===== src/bcce_pkg.sv =====
// shared types and constants of the byte capacity cache eviction unit
package bcce_pkg;
   localparam int ENTRIES   = 64;
   localparam int KEY_WIDTH = 32;
   localparam int IDX_W     = $clog2(ENTRIES);
   localparam int CNT_W     = IDX_W + 1;
   localparam int CAP_W     = 40;
   localparam int SIZE_W    = 32;
   localparam int FREQ_W    = 32;
   localparam int RANK_W    = 48;
   localparam int REQ_W     = 104;
   localparam int RSP_W     = 48;

   localparam logic [1:0] CMD_INSERT = 2'd0;
   localparam logic [1:0] CMD_TOUCH  = 2'd1;
   localparam logic [1:0] POL_LRU    = 2'd0;
   localparam logic [1:0] POL_LFU    = 2'd1;
   localparam logic [1:0] POL_SCORE  = 2'd2;
   localparam logic [1:0] POL_SLRU   = 2'd3;
   localparam logic       REG_CAP    = 1'b0;
   localparam logic       REG_POLICY = 1'b1;

   typedef struct packed {
      logic [KEY_WIDTH-1:0] key;
      logic [SIZE_W-1:0]    size;
      logic [FREQ_W-1:0]    freq;
      logic [RANK_W-1:0]    rank;
   } slot_word_type;

   typedef struct packed {
      logic             found;
      logic [IDX_W-1:0] idx;
      logic [SIZE_W-1:0] size;
   } victim_type;

   typedef struct packed {
      logic             sample;
      logic             first;
      logic [IDX_W-1:0] idx;
      logic             valid;
      logic             prot;
   } scan_type;
endpackage


===== src/bcce_rank_unit.sv =====
// shared rank compare unit tracking the lowest-ranked valid slot of a scan
module bcce_rank_unit (
   input  logic                    clock,
   input  logic [1:0]              policy,
   input  bcce_pkg::scan_type      scan,
   input  bcce_pkg::slot_word_type word,
   output bcce_pkg::victim_type    best
);
   import bcce_pkg::*;

   logic [RANK_W:0] rank_cur;
   logic [RANK_W:0] best_rank_ff, best_rank_in;
   victim_type      best_ff, best_in;
   logic            take;

   always_comb begin
      if (policy == POL_LFU) begin
         rank_cur = {{(RANK_W+1-FREQ_W){1'b0}}, word.freq};
      end else if (policy == POL_SLRU && scan.prot) begin
         rank_cur = {1'b1, word.rank};
      end else begin
         rank_cur = {1'b0, word.rank};
      end
      take = scan.sample && scan.valid &&
             (scan.first || !best_ff.found || rank_cur < best_rank_ff);
      best_in      = best_ff;
      best_rank_in = best_rank_ff;
      if (take) begin
         best_in.found = 1'b1;
         best_in.idx   = scan.idx;
         best_in.size  = word.size;
         best_rank_in  = rank_cur;
      end else if (scan.sample && scan.first) begin
         best_in.found = 1'b0;
      end
   end

   always_ff @(posedge clock) begin
      best_ff      <= best_in;
      best_rank_ff <= best_rank_in;
   end

   assign best = best_ff;
endmodule


===== config.mk =====
export PLATFORM = sky130hd
export DESIGN_NAME = bcce_rank_unit
export DESIGN_NICKNAME = d
export VERILOG_FILES = /design/src/bcce_pkg.sv /design/src/bcce_rank_unit.sv
export SDC_FILE = /design/constraint.sdc
export NUM_CORES = 1
export LEC_CHECK = 0
export BUFFER_PORTS_ARGS = -buffer_cell sky130_fd_sc_hd__buf_2
export CAP_MARGIN = 10
export CORE_MARGIN = 8
export CORE_UTILIZATION = 44
export CTS_BUF_LIST = sky130_fd_sc_hd__clkbuf_4
export CTS_CLUSTER_SIZE = 28
export DETAILED_ROUTE_END_ITERATION = 6
export HOLD_SLACK_MARGIN = 0.06
export PLACE_DENSITY = 0.78
export SYNTH_ARGS = -nofsm -noshare
export SYNTH_HDL_FRONTEND = slang
export SYNTH_SLANG_ARGS = --single-unit
export TNS_END_PERCENT = 1

===== constraint.sdc =====
create_clock -name clock -period 6.3 [get_ports clock]
set_clock_uncertainty 0.1 [all_clocks]
set_input_delay 0.315 -clock clock [delete_from_list [all_inputs] [get_ports clock]]
set_output_delay 0.315 -clock clock [all_outputs]
set_load 0.01 [all_outputs]

### Yosys cells after proc, flatten, opt, wreduce, memory -nomap -nowiden

Cells that the tools add are included.

| cells by class | value |
|---|---|
| order comparisons | 1 |
| eq/ne operators | 2 |
| mux-type cells | 2 |
| reduce and logical (&&, ||, !) cells | 7 |

Operator list:

| kind | count |
|---|---|
| $mux W49 | 2 |
| $lt A49 B49 Y1 | 1 |
| $logic_and A1 B1 Y1 | 4 |
| $eq A2 B1 Y1 const B | 1 |
| $eq A2 B2 Y1 const B | 1 |
| $logic_or A1 B1 Y1 | 2 |
| $logic_not A1 Y1 | 1 |

| word-level totals | value |
|---|---|
| register bits after elaboration | 88 |
| input port bits | 157 |
| word-level logic and storage cells | 16 |

### Logic depth before layout (Yosys ltp)

| logic depth | value |
|---|---|
| depth in word-level cells | 7 |
| gate-level depth with buffers | 11 |
| depth with buffers taken out | 9 |

### Least setup slack after synthesis

No wires, ideal clock.

| timing | value |
|---|---|
| path kind | input port to flip-flop |
| from | input policy[1] |
| to | register best_ff (netlist bit best[0]), enable pin |
| library setup time | 522 ps |
| data arrival time | 5969 ps |
| required time | 5678 ps |
| slack | -291 ps |
| cell stages on the path | 11 |
| cell sequence | nand2b_1 > buf_2 > clkbuf_1 > mux2_2 > ha_1 > nand4_1 > nor2_1 > a221o_1 > o21a_1 > o311a_1 > a211oi_2 |

| on the way | value |
|---|---|
| elaborated cells between the ends (all ways) | 8 |
| those cells by class | order compare: 1; eq/ne: 2; mux: 2; reduce/logical: 3 |

RTL lines:

| item | line | RTL |
|---|---|---|
| start: declaration | bcce_rank_unit.sv:4 | `input logic [1:0] policy,` |
| $eq A2 B1 Y1 | bcce_rank_unit.sv:17 | `if (policy == POL_LFU) begin` |
| $mux W49 | bcce_rank_unit.sv:17 |  |
| via rank_cur[28] | bcce_rank_unit.sv:11 | `logic [RANK_W:0] rank_cur;` |
| $lt A49 B49 Y1 | bcce_rank_unit.sv:25 | `(scan.first \|\| !best_ff.found \|\| rank_cur < best_rank_ff);` |
| $logic_or A1 B1 Y1 | bcce_rank_unit.sv:25 |  |
| $logic_and A1 B1 Y1 | bcce_rank_unit.sv:24 | `take = scan.sample && scan.valid &&` |
| via take | bcce_rank_unit.sv:14 | `logic take;` |
| end signal: assignment | bcce_rank_unit.sv:39 | `best_ff <= best_in;` |
| end: declaration | bcce_rank_unit.sv:13 | `victim_type best_ff, best_in;` |

The timed path passes the listed nets, and every way through them passes these cells.
A chain may end at the register's enable or synchronous reset.

### Worst setup path in the final report

| timing | value |
|---|---|
| from | input policy[1] |
| to | register best_rank_ff[8], enable pin |

| on the way | value |
|---|---|
| elaborated cells between the ends (all ways) | 8 |
| those cells by class | order compare: 1; eq/ne: 2; mux: 2; reduce/logical: 3 |

RTL lines:

| item | line | RTL |
|---|---|---|
| $eq A2 B1 Y1 | bcce_rank_unit.sv:17 |  |
| $mux W49 | bcce_rank_unit.sv:17 |  |
| via rank_cur[26] | bcce_rank_unit.sv:11 |  |
| $lt A49 B49 Y1 | bcce_rank_unit.sv:25 |  |
| $logic_or A1 B1 Y1 | bcce_rank_unit.sv:25 |  |
| $logic_and A1 B1 Y1 | bcce_rank_unit.sv:24 |  |
| via take | bcce_rank_unit.sv:14 |  |
| end signal: assignment | bcce_rank_unit.sv:40 | `best_rank_ff <= best_rank_in;` |
| end: declaration | bcce_rank_unit.sv:12 | `logic [RANK_W:0] best_rank_ff, best_rank_in;` |

The timed path passes the listed nets, and every way through them passes these cells.

==> results.yml <==
worst_setup_path:
  critPathMostFrequentCell: "a21o_1"
  crit_fanout: 58
  start_kind: "input port"
  arrival_ns: 3.79
  max_stage_delay_ns: 0.62
  required_ns: 6.28
  crit_chain: "buf_2 > nand2b_2 > mux2_2 > ha_1 > a21o_1 > a21o_1 > a221o_1 > o21a_1 > o311a_1 > a211oi_4 > buf_4"
  worstSetupPathType: "in -> reg"
  crit_path_end_kind: "flip-flop"
  slowest_stage: "buf_4"
logic_synthesis:
  synth_warnings: 0
  syn-num-nets: 521
  synth_common_cells: "edfxtp_1 (87), inv_1 (51), ha_1 (48), mux2_2 (31), and2_1 (16)"
  synthCells: 316
  syn-cell-area_um2: 4360
  yosysUniqueCellTypes: 32
  ys.flop_type: "edfxtp_1"
  ys_ff_latch: 88
  yosys.area.top_type: "edfxtp_1"
  netlist.area_leader.share: 0.599
  synth-seq-area-share: 0.604
  avgSynthCellArea_um2: 13.8
  ys_top_cells_by_area: "edfxtp_1 (60%), ha_1 (14%), mux2_2 (8.0%)"
  ys_async_sr_fraction: 0
  synth.most_common_cell: "edfxtp_1"
  synth-edff-count: 87
place:
  numPortBuffers: 163
  place_inst: 611
  place_area_um2: 5360
  dp_hpwl_um: 8090
  gp_congestion: 0.796
route:
  detail_route.wl_per_cell_um: 16.1
  first_iter_violations: 152
  via_per_inst: 4.76
  drt-total-wl_um: 11500
  first_pass_iters: 4
  drc: 0
  ant_nets: 0
  vias: 3390
final_layout:
  area.growth.synth_to_final_pct: 46.2
  design_area_um2: 6380
  final_cells: 712
  drive_gt1_frac: 0.372
  fin_nets: 778
  final_util: 0.658
clock_network:
  cts_resized: 0
  clock_latency_ns: 0.44
  clk_pin_slew_ns: 0.15
  cts_tree: "done"
  htree_levels: 3
  cts.path.max_buffers: 2
  cts_root_buffer: "clkbuf_4"
  postCtsSetupBuffers: 0
  cts-buffers-inserted: 9
  cts.sinks: 88
power:
  ir_drop_mv: 0.117
  leakage_uw: 0.00294
  power_density_nw_per_um2: 203
timing:
  fin_crit_ns: 3.81
  rsz0062_at_grt: "no"
  fin_setup_tns_ns: 0
  hold_viol_final: 0
  maxSlewViolCount: 0
  max_freq_ghz: 0.263
  worst_slew_pin_slew_ns: 0.729
  min_period_over_period: 0.605
  slew_headroom: 0.514
  finalSetupViolCount: 0
global_route:
  grt_pass1_vias: 3739
  grt_antenna_before_repair: 0
  grt_max_degree: 59
  grt-ovfl-total: 0
  grt_pass1_wl_um: 17900
  grt_usage: 0.174
die:
  chipHeight_um: 116
  fp-row-count: 36
  core_um2: 9680
  start_util: 0.450
  design.die.area_um2: 13400
  die_x_um: 116
  ios: 196
status:
  status: "complete, no violations"
run:
  maxCapViolations: 0
worst_hold_path:
  min_path_type: "in -> reg"
[state kept, by name (all words and copies together), names as in the netlist]
name	count
best	39
best_rank_ff	49
[worst max-delay path, delay by kind of cell]
kind / cells / cell delay, ns
AO/OA/AOI/OAI: 6 / 1.45
adder cells (fa/ha/maj): 1 / 0.30
buffers and inverters: 2 / 0.71
multiplexers: 1 / 0.43
AND/OR/NAND/NOR: 1 / 0.55
[cell families after synthesis]
group                    after synthesis  share of synthesized area
buffers and inverters                 56                     0.0485
adder cells (fa/ha/maj)               48                      0.138
flip-flops                            88                      0.604
AO/OA/AOI/OAI                         40                     0.0611
AND/OR/NAND/NOR                       52                     0.0666
multiplexers                          32                     0.0826
[path summary, 6_finish.rpt]
kind                               from                    endpoint  slack, ns  depth (start not counted)
max                           policy[1]   best_rank_ff[8]$_DFFE_PP_       2.49                         11
min                            word[38]  best_rank_ff[38]$_DFFE_PP_        0.1                          2
max reg2reg  best_rank_ff[38]$_DFFE_PP_   best_rank_ff[8]$_DFFE_PP_       2.95                          9
min reg2reg       best[38]$_SDFFE_PP1P_       best[38]$_SDFFE_PP1P_       0.96                          3
[per-layer routing]
metal / vias up / global-route usage / part of all wire
met3: 24 / 0.0479 / 0.055
met5: - / 0 / 0
li1: 1677 / - / -
met4: 0 / 0.0814 / 0.024
met2: 89 / 0.316 / 0.55
met1: 1600 / 0.183 / 0.37
[what timing repair did]
action / 4_1_cts / 5_1_grt
endpoints found under the setup margin: 0 / 0
hold endpoints to repair: 67 / 0
hold buffers: 84 / 0
[layout make-up]
class	count	area [um2]
clock inverters	7	101
diodes	1	2.50
flip-flops and latches	88	2630
well taps	133	166
inverters	51	191
repair buffers	251	1690
multi-input cells	172	1530
clock buffers	9	67.6
fillers	703	3310
[power by group]
group	switching (uW)	total (uW)	leakage [uW]	internal, uW
clock	207	373	0.0000905	166
sequential	7.76	687	0.000825	680
combinational	104	232	0.00202	128
[layout by cell type, fill, tap and decap left out, types with 2 or more instances in the layout]
cell type      netlist  final
a211oi_1             3      3
a21o_1              10     10
a21oi_1             14     14
and2_1              16     16
buf_2                1    163
buf_4                0      4
bufinv_16            0      2
clkbuf_4             0      9
dlygate4sd3_1        0     84
edfxtp_1            87     87
ha_1                48     48
inv_1               51     51
inv_6                0      2
mux2_2              31     31
nand2_1              7      7
nand3_1              4      4
nand4_1             12     12
nor2_1               5      5
nor3_1               2      2
o21a_1               2      2
o21ai_0              5      5
[through the flow]
step / total power, uW / setup WS [ns] / hold slack (ns)
3_5_place_dp: 887 / 1.99 / 0.393
6_report: 1290 / 2.49 / 0.0951
2_1_floorplan: 808 / 1.02 / 0.314
5_1_grt: 1350 / 2.23 / 0.0616
4_1_cts: 1300 / 2.48 / 0.0608
3_3_place_gp: 877 / 2.12 / 0.378
No activity file was read; power rests on OpenSTA's default activity.
